--- src/rtl/mrpase_pkg.sv ---
// Package: types, codes, applicant transition table and transmit actions of the MRP attribute state engine.
package mrpase_pkg;

  localparam int ATTR_COUNT = 256;
  localparam int IDX_W      = $clog2(ATTR_COUNT);
  localparam int EV_LISTED  = 15;

  localparam logic [4:0] KIND_RNEW    = 5'd3;
  localparam logic [4:0] KIND_RJOININ = 5'd4;
  localparam logic [4:0] KIND_RJOINMT = 5'd6;
  localparam logic [4:0] KIND_RLV     = 5'd8;
  localparam logic [4:0] KIND_RLA     = 5'd9;
  localparam logic [4:0] KIND_REDECL  = 5'd10;
  localparam logic [4:0] KIND_TX      = 5'd12;
  localparam logic [4:0] KIND_TXLA    = 5'd13;
  localparam logic [4:0] KIND_FLUSH   = 5'd15;
  localparam logic [4:0] KIND_LVTIMER = 5'd16;

  typedef enum logic [3:0] {
    AS_VO = 4'd0, AS_VP = 4'd1, AS_VN = 4'd2, AS_AN = 4'd3,
    AS_AA = 4'd4, AS_QA = 4'd5, AS_LA = 4'd6, AS_AO = 4'd7,
    AS_QO = 4'd8, AS_AP = 4'd9, AS_QP = 4'd10, AS_LO = 4'd11
  } app_e;

  typedef enum logic [1:0] {
    RS_IN = 2'd0, RS_LV = 2'd1, RS_MT = 2'd2
  } reg_e;

  typedef enum logic [2:0] {
    ACT_NONE = 3'd0, ACT_SJ = 3'd1, ACT_SN = 3'd2, ACT_SL = 3'd3, ACT_S = 3'd4
  } act_e;

  typedef enum logic [2:0] {
    MSG_NONE = 3'd0, MSG_NEW = 3'd1, MSG_JOININ = 3'd2, MSG_JOINMT = 3'd3,
    MSG_LV = 3'd4, MSG_IN = 3'd5, MSG_MT = 3'd6
  } msg_e;

  typedef enum logic [1:0] {
    LTC_NONE = 2'd0, LTC_START = 2'd1, LTC_STOP = 2'd2
  } ltc_e;

  typedef enum logic [2:0] {
    ROP_NONE = 3'd0, ROP_RNEW = 3'd1, ROP_RJOIN = 3'd2, ROP_RLEAVE = 3'd3,
    ROP_FLUSH = 3'd4, ROP_LTIMER = 3'd5
  } reg_op_e;

  typedef struct packed {
    logic [IDX_W-1:0] idx;
    reg_op_e          reg_op;
    logic             app_ok;
    logic [3:0]       app_ev;
    logic             pdu_full;
  } item_t;

  typedef struct packed {
    app_e applicant_now;
    reg_e registrar_now;
    logic join_ind;
    logic new_flag;
    logic leave_ind;
    ltc_e ltc;
    logic tx_req;
    msg_e msg;
    logic appended;
  } res_t;

  // applicant next state, rows by current state, columns by event
  localparam app_e APP_NXT [12][EV_LISTED] = '{
    '{AS_VN, AS_VP, AS_VO, AS_VO, AS_AO, AS_VO, AS_VO, AS_VO,
      AS_LO, AS_LO, AS_LO, AS_VO, AS_VO, AS_LO, AS_LO},
    '{AS_VN, AS_VP, AS_VO, AS_VP, AS_AP, AS_VP, AS_VP, AS_VP,
      AS_VP, AS_VP, AS_VP, AS_VP, AS_AA, AS_AA, AS_VP},
    '{AS_VN, AS_VN, AS_LA, AS_VN, AS_VN, AS_VN, AS_VN, AS_VN,
      AS_VN, AS_VN, AS_VN, AS_VN, AS_AN, AS_AN, AS_VN},
    '{AS_AN, AS_AN, AS_LA, AS_AN, AS_AN, AS_AN, AS_AN, AS_AN,
      AS_VN, AS_VN, AS_VN, AS_AN, AS_QA, AS_QA, AS_VN},
    '{AS_VN, AS_AA, AS_LA, AS_AA, AS_QA, AS_QA, AS_AA, AS_AA,
      AS_VP, AS_VP, AS_VP, AS_AA, AS_QA, AS_QA, AS_VP},
    '{AS_VN, AS_QA, AS_LA, AS_QA, AS_QA, AS_QA, AS_AA, AS_AA,
      AS_VP, AS_VP, AS_VP, AS_AA, AS_QA, AS_QA, AS_VP},
    '{AS_VN, AS_AA, AS_LA, AS_LA, AS_LA, AS_LA, AS_LA, AS_LA,
      AS_LA, AS_LA, AS_LA, AS_LA, AS_VO, AS_LO, AS_LO},
    '{AS_VN, AS_AP, AS_AO, AS_AO, AS_QO, AS_AO, AS_AO, AS_LO,
      AS_LO, AS_LO, AS_LO, AS_AO, AS_AO, AS_LO, AS_LO},
    '{AS_VN, AS_QP, AS_QO, AS_QO, AS_QO, AS_QO, AS_AO, AS_AO,
      AS_LO, AS_LO, AS_LO, AS_QO, AS_QO, AS_LO, AS_LO},
    '{AS_VN, AS_AP, AS_AO, AS_AP, AS_QP, AS_AP, AS_AP, AS_AP,
      AS_VP, AS_VP, AS_VP, AS_AP, AS_QA, AS_QA, AS_VP},
    '{AS_VN, AS_QP, AS_QO, AS_QP, AS_QP, AS_QP, AS_AP, AS_AP,
      AS_VP, AS_VP, AS_VP, AS_AP, AS_QP, AS_QA, AS_VP},
    '{AS_VN, AS_VP, AS_LO, AS_LO, AS_LO, AS_LO, AS_VO, AS_VO,
      AS_LO, AS_LO, AS_LO, AS_LO, AS_VO, AS_LO, AS_LO}
  };

  // transmit action; only tx and txLA carry one
  function automatic act_e app_act(app_e st, logic [3:0] ev);
    logic is_tx;
    logic is_txla;
    act_e act;
    is_tx   = (ev == KIND_TX[3:0]);
    is_txla = (ev == KIND_TXLA[3:0]);
    act     = ACT_NONE;
    case (st) inside
      AS_VP: begin
        if (is_tx) act = ACT_SJ;
        else if (is_txla) act = ACT_S;
      end
      AS_VN, AS_AN: begin
        if (is_tx || is_txla) act = ACT_SN;
      end
      AS_AA, AS_AP: begin
        if (is_tx || is_txla) act = ACT_SJ;
      end
      AS_QA, AS_QP: begin
        if (is_txla) act = ACT_SJ;
      end
      AS_LA: begin
        if (is_tx) act = ACT_SL;
      end
      AS_LO: begin
        if (is_tx) act = ACT_S;
      end
      default: act = ACT_NONE;
    endcase
    return act;
  endfunction

endpackage

--- src/rtl/mrp_attribute_state_engine_top.sv ---
// Top level of the MRP attribute state engine.
// Input channel: drive attr_index_i, kind_i, pdu_full_i with push; a beat is
// taken on a clock edge where push is high and full is low.
// Result channel: while empty is low the oldest result is on the result
// ports; it is taken on a clock edge where pop is high. One result per event,
// in event order.
// Path: an event passes through the decode queue, the RAM read register and the result queue.
// The back end takes a new event only after the read and write-back of the
// previous one in the per-attribute state RAM (256 entries of applicant and registrar state).
// A two-entry queue sits between decode and update, and a two-entry result
// queue sits at the output.
// Reset: all attributes read as applicant VO, registrar MT at once (per-entry
// valid bits), no clearing pass.
// When pop stays low, the result queue fills, the update stage halts, the
// decode queue fills and full rises; nothing is lost.
module mrp_attribute_state_engine_top (
  input  logic       clk_i,
  input  logic       rst_ni,
  input  logic       push,
  output logic       full,
  input  logic [7:0] attr_index_i,
  input  logic [4:0] kind_i,
  input  logic       pdu_full_i,
  output logic       empty,
  input  logic       pop,
  output logic [3:0] applicant_now_o,
  output logic [1:0] registrar_now_o,
  output logic       join_indication_o,
  output logic       new_flag_o,
  output logic       leave_indication_o,
  output logic [1:0] leave_timer_cmd_o,
  output logic       tx_request_o,
  output logic [2:0] message_o,
  output logic       appended_o
);
  import mrpase_pkg::*;

  item_t fq_item;
  logic  fq_valid;
  logic  fq_take;
  res_t  head;

  mrpase_front u_front (
    .clk_i        (clk_i),
    .rst_ni       (rst_ni),
    .push_i       (push),
    .full_o       (full),
    .attr_index_i (attr_index_i),
    .kind_i       (kind_i),
    .pdu_full_i   (pdu_full_i),
    .valid_o      (fq_valid),
    .item_o       (fq_item),
    .take_i       (fq_take)
  );

  mrpase_back u_back (
    .clk_i      (clk_i),
    .rst_ni     (rst_ni),
    .fq_valid_i (fq_valid),
    .fq_item_i  (fq_item),
    .fq_take_o  (fq_take),
    .empty_o    (empty),
    .pop_i      (pop),
    .head_o     (head)
  );

  assign applicant_now_o    = head.applicant_now;
  assign registrar_now_o    = head.registrar_now;
  assign join_indication_o  = head.join_ind;
  assign new_flag_o         = head.new_flag;
  assign leave_indication_o = head.leave_ind;
  assign leave_timer_cmd_o  = head.ltc;
  assign tx_request_o       = head.tx_req;
  assign message_o          = head.msg;
  assign appended_o         = head.appended;

endmodule

--- src/rtl/mrpase_front.sv ---
// Front end: accepts events, decodes them and queues them for the back end.
module mrpase_front (
  input  logic                  clk_i,
  input  logic                  rst_ni,
  input  logic                  push_i,
  output logic                  full_o,
  input  logic [7:0]            attr_index_i,
  input  logic [4:0]            kind_i,
  input  logic                  pdu_full_i,
  output logic                  valid_o,
  output mrpase_pkg::item_t     item_o,
  input  logic                  take_i
);
  import mrpase_pkg::*;

  item_t       item_q [2];
  item_t       dec;
  logic        wp_q, rp_q;
  logic [1:0]  cnt_q;
  logic        wr, rd;

  always_comb begin
    dec          = '0;
    dec.idx      = IDX_W'(attr_index_i);
    dec.app_ok   = (kind_i < 5'(EV_LISTED));
    dec.app_ev   = kind_i[3:0];
    dec.pdu_full = pdu_full_i;
    unique case (kind_i) inside
      KIND_RNEW:                                    dec.reg_op = ROP_RNEW;
      KIND_RJOININ, KIND_RJOINMT:                   dec.reg_op = ROP_RJOIN;
      KIND_RLV, KIND_RLA, KIND_REDECL, KIND_TXLA:   dec.reg_op = ROP_RLEAVE;
      KIND_FLUSH:                                   dec.reg_op = ROP_FLUSH;
      KIND_LVTIMER:                                 dec.reg_op = ROP_LTIMER;
      default:                                      dec.reg_op = ROP_NONE;
    endcase
  end

  assign full_o  = (cnt_q == 2'd2);
  assign valid_o = (cnt_q != 2'd0);
  assign item_o  = item_q[rp_q];
  assign wr      = push_i && !full_o;
  assign rd      = take_i && valid_o;

  always_ff @(posedge clk_i) begin
    if (wr) item_q[wp_q] <= dec;
  end

  always_ff @(posedge clk_i or negedge rst_ni) begin
    if (!rst_ni) begin
      wp_q  <= 1'b0;
      rp_q  <= 1'b0;
      cnt_q <= 2'd0;
    end else begin
      if (wr) wp_q <= ~wp_q;
      if (rd) rp_q <= ~rp_q;
      cnt_q <= cnt_q + {1'b0, wr} - {1'b0, rd};
    end
  end

endmodule

--- src/rtl/mrpase_back.sv ---
// Back end: per-attribute state RAM, registrar/applicant update and result queue.
module mrpase_back (
  input  logic                  clk_i,
  input  logic                  rst_ni,
  input  logic                  fq_valid_i,
  input  mrpase_pkg::item_t     fq_item_i,
  output logic                  fq_take_o,
  output logic                  empty_o,
  input  logic                  pop_i,
  output mrpase_pkg::res_t      head_o
);
  import mrpase_pkg::*;

  typedef enum logic [1:0] {
    S_RD = 2'b01,
    S_EX = 2'b10
  } back_state_e;

  back_state_e            state_q, state_d;
  logic [5:0]             state_mem_q [ATTR_COUNT];
  logic [ATTR_COUNT-1:0]  vld_q;
  logic [5:0]             rdata_q;
  logic                   rvld_q;
  item_t                  cur_q;
  res_t                   res_q [2];
  res_t                   res_d;
  logic                   wp_q, rp_q;
  logic [1:0]             cnt_q;
  logic                   res_push, res_pop;

  assign fq_take_o = (state_q == S_RD) && fq_valid_i && (cnt_q != 2'd2);
  assign res_push  = (state_q == S_EX);
  assign res_pop   = pop_i && (cnt_q != 2'd0);
  assign empty_o   = (cnt_q == 2'd0);
  assign head_o    = res_q[rp_q];

  always_comb begin
    state_d = state_q;
    unique case (state_q)
      S_RD:    if (fq_take_o) state_d = S_EX;
      S_EX:    state_d = S_RD;
      default: state_d = S_RD;
    endcase
  end

  always_comb begin
    reg_e  rg;
    app_e  ap;
    act_e  act;
    app_e  nxt;
    logic  reg_in;
    rg = RS_MT;
    ap = AS_VO;
    if (rvld_q) begin
      if (rdata_q[1:0] <= RS_MT) rg = reg_e'(rdata_q[1:0]);
      if (rdata_q[5:2] <= AS_LO) ap = app_e'(rdata_q[5:2]);
    end
    res_d = '0;
    case (cur_q.reg_op)
      ROP_RNEW: begin
        if (rg == RS_LV) res_d.ltc = LTC_STOP;
        res_d.join_ind = 1'b1;
        res_d.new_flag = 1'b1;
        rg = RS_IN;
      end
      ROP_RJOIN: begin
        if (rg == RS_MT) res_d.join_ind = 1'b1;
        else if (rg == RS_LV) res_d.ltc = LTC_STOP;
        rg = RS_IN;
      end
      ROP_RLEAVE: begin
        if (rg == RS_IN) begin
          res_d.ltc = LTC_START;
          rg = RS_LV;
        end
      end
      ROP_FLUSH: begin
        if (rg == RS_LV) res_d.leave_ind = 1'b1;
        rg = RS_MT;
      end
      ROP_LTIMER: begin
        if (rg == RS_LV) begin
          res_d.leave_ind = 1'b1;
          rg = RS_MT;
        end
      end
      default: ;
    endcase
    reg_in = (rg == RS_IN);
    act    = app_act(ap, cur_q.app_ev);
    nxt    = APP_NXT[ap][cur_q.app_ev];
    if (cur_q.app_ok) begin
      if (act != ACT_NONE) begin
        res_d.tx_req   = 1'b1;
        res_d.appended = !cur_q.pdu_full;
        case (act)
          ACT_SJ:  res_d.msg = reg_in ? MSG_JOININ : MSG_JOINMT;
          ACT_SN:  res_d.msg = MSG_NEW;
          ACT_SL:  res_d.msg = MSG_LV;
          default: res_d.msg = reg_in ? MSG_IN : MSG_MT;
        endcase
        if (!cur_q.pdu_full) ap = nxt;
      end else begin
        ap = nxt;
      end
    end
    res_d.applicant_now = ap;
    res_d.registrar_now = rg;
  end

  always_ff @(posedge clk_i) begin
    if (fq_take_o) begin
      rdata_q <= state_mem_q[fq_item_i.idx];
      cur_q   <= fq_item_i;
    end
    if (res_push) begin
      state_mem_q[cur_q.idx] <= {res_d.applicant_now, res_d.registrar_now};
      res_q[wp_q]            <= res_d;
    end
  end

  always_ff @(posedge clk_i or negedge rst_ni) begin
    if (!rst_ni) begin
      state_q <= S_RD;
      vld_q   <= '0;
      rvld_q  <= 1'b0;
      wp_q    <= 1'b0;
      rp_q    <= 1'b0;
      cnt_q   <= 2'd0;
    end else begin
      state_q <= state_d;
      if (fq_take_o) rvld_q <= vld_q[fq_item_i.idx];
      if (res_push) begin
        vld_q[cur_q.idx] <= 1'b1;
        wp_q             <= ~wp_q;
      end
      if (res_pop) rp_q <= ~rp_q;
      cnt_q <= cnt_q + {1'b0, res_push} - {1'b0, res_pop};
    end
  end

  a_push_room: assert property (@(posedge clk_i) disable iff (!rst_ni)
    res_push |-> (cnt_q != 2'd2)) else $error("result beat pushed into full queue");

  a_take_exec: assert property (@(posedge clk_i) disable iff (!rst_ni)
    fq_take_o |=> (state_q == S_EX)) else $error("no update after RAM read");

  a_exec_once: assert property (@(posedge clk_i) disable iff (!rst_ni)
    (state_q == S_EX) |=> (state_q == S_RD && !res_push))
    else $error("update ran twice for one beat");

  a_msg_tx: assert property (@(posedge clk_i) disable iff (!rst_ni)
    (res_push && !res_d.tx_req) |-> (res_d.msg == MSG_NONE && !res_d.appended))
    else $error("message without transmit request");

endmodule
--- config.mk ---
export PLATFORM = sky130hd
export DESIGN_NAME = mrp_attribute_state_engine_top
export DESIGN_NICKNAME = d
export VERILOG_FILES = /design/src/rtl/mrpase_pkg.sv /design/src/rtl/mrp_attribute_state_engine_top.sv /design/src/rtl/mrpase_front.sv /design/src/rtl/mrpase_back.sv
export SDC_FILE = /design/constraint.sdc
export NUM_CORES = 2
export LEC_CHECK = 0
export ABC_CLOCK_PERIOD_IN_PS = 12500
export BUFFER_PORTS_ARGS = -buffer_cell sky130_fd_sc_hd__buf_2
export CELL_PAD_IN_SITES_DETAIL_PLACEMENT = 0
export CELL_PAD_IN_SITES_GLOBAL_PLACEMENT = 2
export CORE_MARGIN = 3
export CORE_UTILIZATION = 35
export DETAILED_ROUTE_END_ITERATION = 10
export PLACE_DENSITY = 0.71
export SETUP_SLACK_MARGIN = 0.3
export SLEW_MARGIN = 20
export SYNTH_ARGS = -nofsm -noshare
export SYNTH_HDL_FRONTEND = slang
export SYNTH_SLANG_ARGS = --single-unit
--- constraint.sdc ---
create_clock -name clk_i -period 12.5 [get_ports clk_i]
set_input_delay 3.125 -clock clk_i [delete_from_list [all_inputs] [get_ports clk_i]]
set_output_delay 3.125 -clock clk_i [all_outputs]
set_load 0.05 [all_outputs]
# Yosys cells after proc, flatten, opt, wreduce, memory -nomap -nowiden
# Memories as Yosys holds them, arrays and structs flattened. A register that Yosys moved wholly into a read port is not among the register bits.
# Index checks and enable logic that the tools add are counted.
# classes
addsub	4
order_cmp	8
n_eq_ne	35
mux	53
n_bitwise	7
n_reduce_logical	22
# op_table
cell	count
$or A256 B256 Y256	1
$mux W60	2
$mux W4	7
$mux W3	9
$eq A5 B4 Y1 const B	5
$mux W2	11
$eq A4 B4 Y1 const B	5
$lt A8 B9 Y1 const B	2
$bmux W4 S4	1
$pmux W3 S5	1
$mux W1	14
$eq A3 B2 Y1 const B	4
$eq A4 B3 Y1 const B	3
$reduce_or A2 Y1	6
$eq A5 B3 Y1 const B	2
$ge A5 B5 Y1 const B	2
$mux W5	2
$not A4 Y5	2
$pmux W3 S3	1
$bmux W1 S8	1
$demux W1 S8	1
$eq A4 B2 Y1 const B	2
$ge A8 B1 Y1 const B	1
$pmux W2 S4	1
23 further kinds	43
# word_totals
ff_bits	284
mem_bits_rw	1602
romBits	960
input_bits	18
output_inout_bits	18
word_cells	147
mem_count	4
# mem_list
memory	depth	word_bits	read_ports	rd_ports_with_merged_regs	write_ports	line_no	rtl
u_back.state_mem_q	256	6	1	1	1	mrpase_back.sv:20	logic [5:0] state_mem_q [ATTR_COUNT];
(no name shown)	16	60	1	0	0	mrpase_back.sv:91	nxt = APP_NXT[ap][cur_q.app_ev];
u_front.item_q	2	17	1	0	1	mrpase_front.sv:16	item_t item_q [2];
u_back.res_q	2	16	1	0	1	mrpase_back.sv:25	res_t res_q [2];

# Logic depth before layout (Yosys ltp)
# logic_depth
word_depth	14
mapped_depth	14
ltp_nobuf	12

# Cells and area by module
# Synthesis repeated with hierarchy kept, for this count alone.
# hier_totals
cells_unflattened	3867
hier_area_um2	74315.0
# by_module_without_submodules
module	n_inst	cells_each	area_per_inst_um2
mrpase_back	1	3783	72802.3
mrpase_front	1	84	1512.7

# Least setup slack after synthesis
# OpenSTA, ideal clock, no wires.
# synth_path
path_type	register to register
startpoint	reg u_back.rvld_q
endpoint	mem u_back.res_q[0][12] (netlist bit) (data pin)
setup_time_ps	1640
arrival_time_ps	9799
required_time_ps	10860
slack_ps	1061
stages_incl_launch_ff	14
n_path_buf	2
path_cell_list	dfrtp_1 > clkbuf_1 > a21boi_0 > nand2_1 > inv_1 > ha_1 > clkbuf_1 > nor2b_1 > nand3_1 > or3_1 > o41ai_1 > o31ai_1 > nand2_1 > mux2i_1
# synth_lines
element	line_no	rtl
from (decl)	mrpase_back.sv:23	logic rvld_q;
from (signal assigned)	mrpase_back.sv:132	if (fq_take_o) rvld_q <= vld_q[fq_item_i.idx];
to (decl)	mrpase_back.sv:25	

==> flow_summary.json <==
{
  "status": "completed",
  "yosysTopAreaCellShare": 0.630,
  "place.port_buffers": 35,
  "synth_fp_nets": 6470,
  "ir_worst_vdd_uv": 424,
  "final_common_cell": "nand2_1",
  "syn_area_um2": 77400,
  "seq_area_frac_synth": 0.716,
  "first_pass_iters": 6,
  "cts-root-buf": "clkbuf_16",
  "cts_htree_levels": 4,
  "max_freq_mhz": 155,
  "place_congestion": 0.838,
  "antenna_found_initial": 9,
  "grt_pass1_wl_um": 345000,
  "critPathKind": "register to register",
  "io_pins": 36,
  "first_iter_violations": 4678,
  "grt_max_degree": 205,
  "viasPerCell": 5.26,
  "maxCapViolations": 0,
  "cts_tree": "yes",
  "rows": 172,
  "die_w_um": 476,
  "cts_buffer_depth": 3,
  "synthCells": 6441,
  "drive_gt1_frac": 0.119,
  "grt_setup_unrepaired": "false",
  "synth_edf_count": 1625,
  "postCtsSetupBuffers": 0,
  "end_kind": "register",
  "critPathLaunchType": "register",
  "ys_top_cells_by_area": "edfxtp_1 (63%), dfrtp_1 (8.6%), nand2_1 (8.4%)",
  "arrival_ns": 6.94,
  "postLayoutCoreUtil": 0.398,
  "synth_top_area_cell": "edfxtp_1",
  "areaGrowthSynthToFinish_pct": 12.9,
  "worst_pin_slew_ns": 1.24,
  "chipHeight_um": 476,
  "clk_latency_ns": 0.85,
  "cp.required_ns": 13.00,
  "wl_per_cell_um": 24.6,
  "numCtsBuffers": 202,
  "async_flop_share": 0.141,
  "finalCriticalPeriod_ns": 6.43,
  "dpl.hpwl_um": 136000,
  "finClkSkew_ns": 0.0395,
  "cts_sinks": 1892,
  "start_util": 0.352,
  "hold_class": "register to register",
  "fill_cells": 20900,
  "grt_usage": 0.203,
  "rrSetupSlack_ns": 6.07,
  "avgSynthCellArea_um2": 12.0,
  "vias": 50000,
  "final_cell_mix": "nand2_1 (1,734), edfxtp_1 (1,625), nand3_1 (1,020)",
  "nets": 6398,
  "grt-ovfl-total": 0,
  "drc_errors": 0,
  "fin_crit_sh": 0.515,
  "ys.warnings.count": 0,
  "report.final.hold_viol_count": 0,
  "slew_viol_final": 0,
  "grt_pass1_vias": 48300,
  "dpl_worst_slack_ns": 6.30,
  "die_area_um2": 227000,
  "totalWireLength_um": 234000,
  "core_area_um2": 220000,
  "power.leakage_uw": 0.0320,
  "ys_types": 72,
  "ys.flop_type": "edfxtp_1",
  "antenna_left": 0,
  "power_density_nw_per_um2": 253,
  "crit_fanout": 90,
  "clkTransAtPathRegs_ns": 0.06,
  "setup_tns_ns": 0,
  "ys_ff_latch": 1892,
  "fin_hold_ws_ns": 0.461,
  "slew_headroom": 0.177,
  "setup_ws_ns": 6.07,
  "holdBufCountCts": 0,
  "setup_violations": 0,
  "cts-resized-gates": 0
}
==> per-layer routing <==
metal / part of all wire / global-route usage / wire (µm) / vias to the layer above
met4: 0.029 / 0.0606 / 6720 / 4
li1: - / - / - / 22800
met5: 0.00012 / 0 / 27 / -
met1: 0.45 / 0.289 / 106000 / 25500
met3: 0.053 / 0.0291 / 12500 / 304
met2: 0.47 / 0.322 / 109000 / 1329
==> per-stage QoR <==
| step | total power, µW | instances | cell area, µm² |
|---|---|---|---|
| 6_report | 22100 | 9507 | 87400 |
| 3_5_place_dp | 16300 | 9123 | 80700 |
| 2_1_floorplan | 13600 | 6441 | 77400 |
| 5_1_grt | 23200 | 9506 | 87400 |
| 4_1_cts | 22400 | 9504 | 87400 |
| 3_3_place_gp | 16200 | 9121 | 80700 |
==> logic make-up after synthesis <==
group           after synthesis  share of synthesized area
buf+inv                     440                     0.0240
xor+xnor                      9                    0.00102
compound gates              441                     0.0350
flops                      1892                      0.716
fa+ha+maj                    11                    0.00178
simple gates               3534                      0.203
mux                         114                     0.0188
==> area by class of cell <==
cell class	count	area, µm²	area share
inverters	28	128	0.00146
flip-flops and latches	1892	55500	0.634
clock buffers	294	5790	0.0662
well taps	2958	3700	0.0423
multi-input cells	4109	20300	0.232
clock inverters	87	917	0.0105
repair buffers	136	1120	0.0128
diodes	3	7.51	0.0000859
==> flip-flops by register name, summed over array words and instances (netlist names) <==
name and count:
u_back.rvld_q 1, u_back.vld_q 256, u_back.state_q 2, u_front.cnt_q 2, u_back.cnt_q 2, u_front.rp_q 1, u_front.item_q 34, u_back.state_mem_q 1536
u_back.res_q 32, u_back.rdata_q 6, u_back.wp_q 1, u_front.wp_q 1, u_back.rp_q 1, u_back.cur_q 17
==> final timing paths <==
| path | start | end | cells past startpoint |
|---|---|---|---|
| worst max-delay path | u_back.rvld_q | u_back.state_mem_q[220][3] | 13 |
| worst min-delay path | u_back.vld_q[72] | u_back.vld_q[72] | 1 |
| worst max register to register | u_back.rvld_q | u_back.state_mem_q[220][3] | 13 |
| worst min register to register | u_back.vld_q[72] | u_back.vld_q[72] | 1 |
| max in group asynchronous | rst_ni | u_back.vld_q[43] | 3 |
| min in group asynchronous | rst_ni | u_back.vld_q[186] | 1 |
==> cells in the mapped netlist, drive strengths merged (3+ instances only) <==
cell type	instances
nand2	1734
edfxtp	1625
nand3	1029
nor2	309
dfrtp	266
or2	260
clkbuf	226
a21oi	190
buf	186
and3	80
mux2i	66
o21ai	61
a31oi	56
nand4	30
o22ai	30
a311oi	29
nor4	29
mux2	28
inv	26
mux4	20
nor2b	16
a32oi	14
nor3	13
ha	11
a2111oi	10
or4	8
nand2b	7
o221ai	6
a211oi	5
and2	5
xnor2	5
a311o	4
xor2	4
a21boi	3
and3b	3
nand3b	3
nor3b	3
o2111ai	3
o31ai	3
or3	3
==> critical path, stage by stage, from the launching register on <==
cell	delay [ns]
dfrtp_1	0.66
a21boi_0	0.41
nand2_1	0.29
inv_1	0.18
ha_1	0.35
nand2_1	0.13
a21boi_0	0.37
a2bb2oi_1	0.13
a32o_1	0.27
o31ai_1	0.34
nand2_1	0.32
mux2_8	0.71
buf_4	0.81
buf_4	0.80
==> where the power goes <==
part | total (µW) | internal (µW) | switching [µW]
Combinational | 7190 | 1650 | 5550
Sequential | 8890 | 8680 | 213
Clock | 6070 | 3570 | 2490
Power figures use the tool's default switching activity.
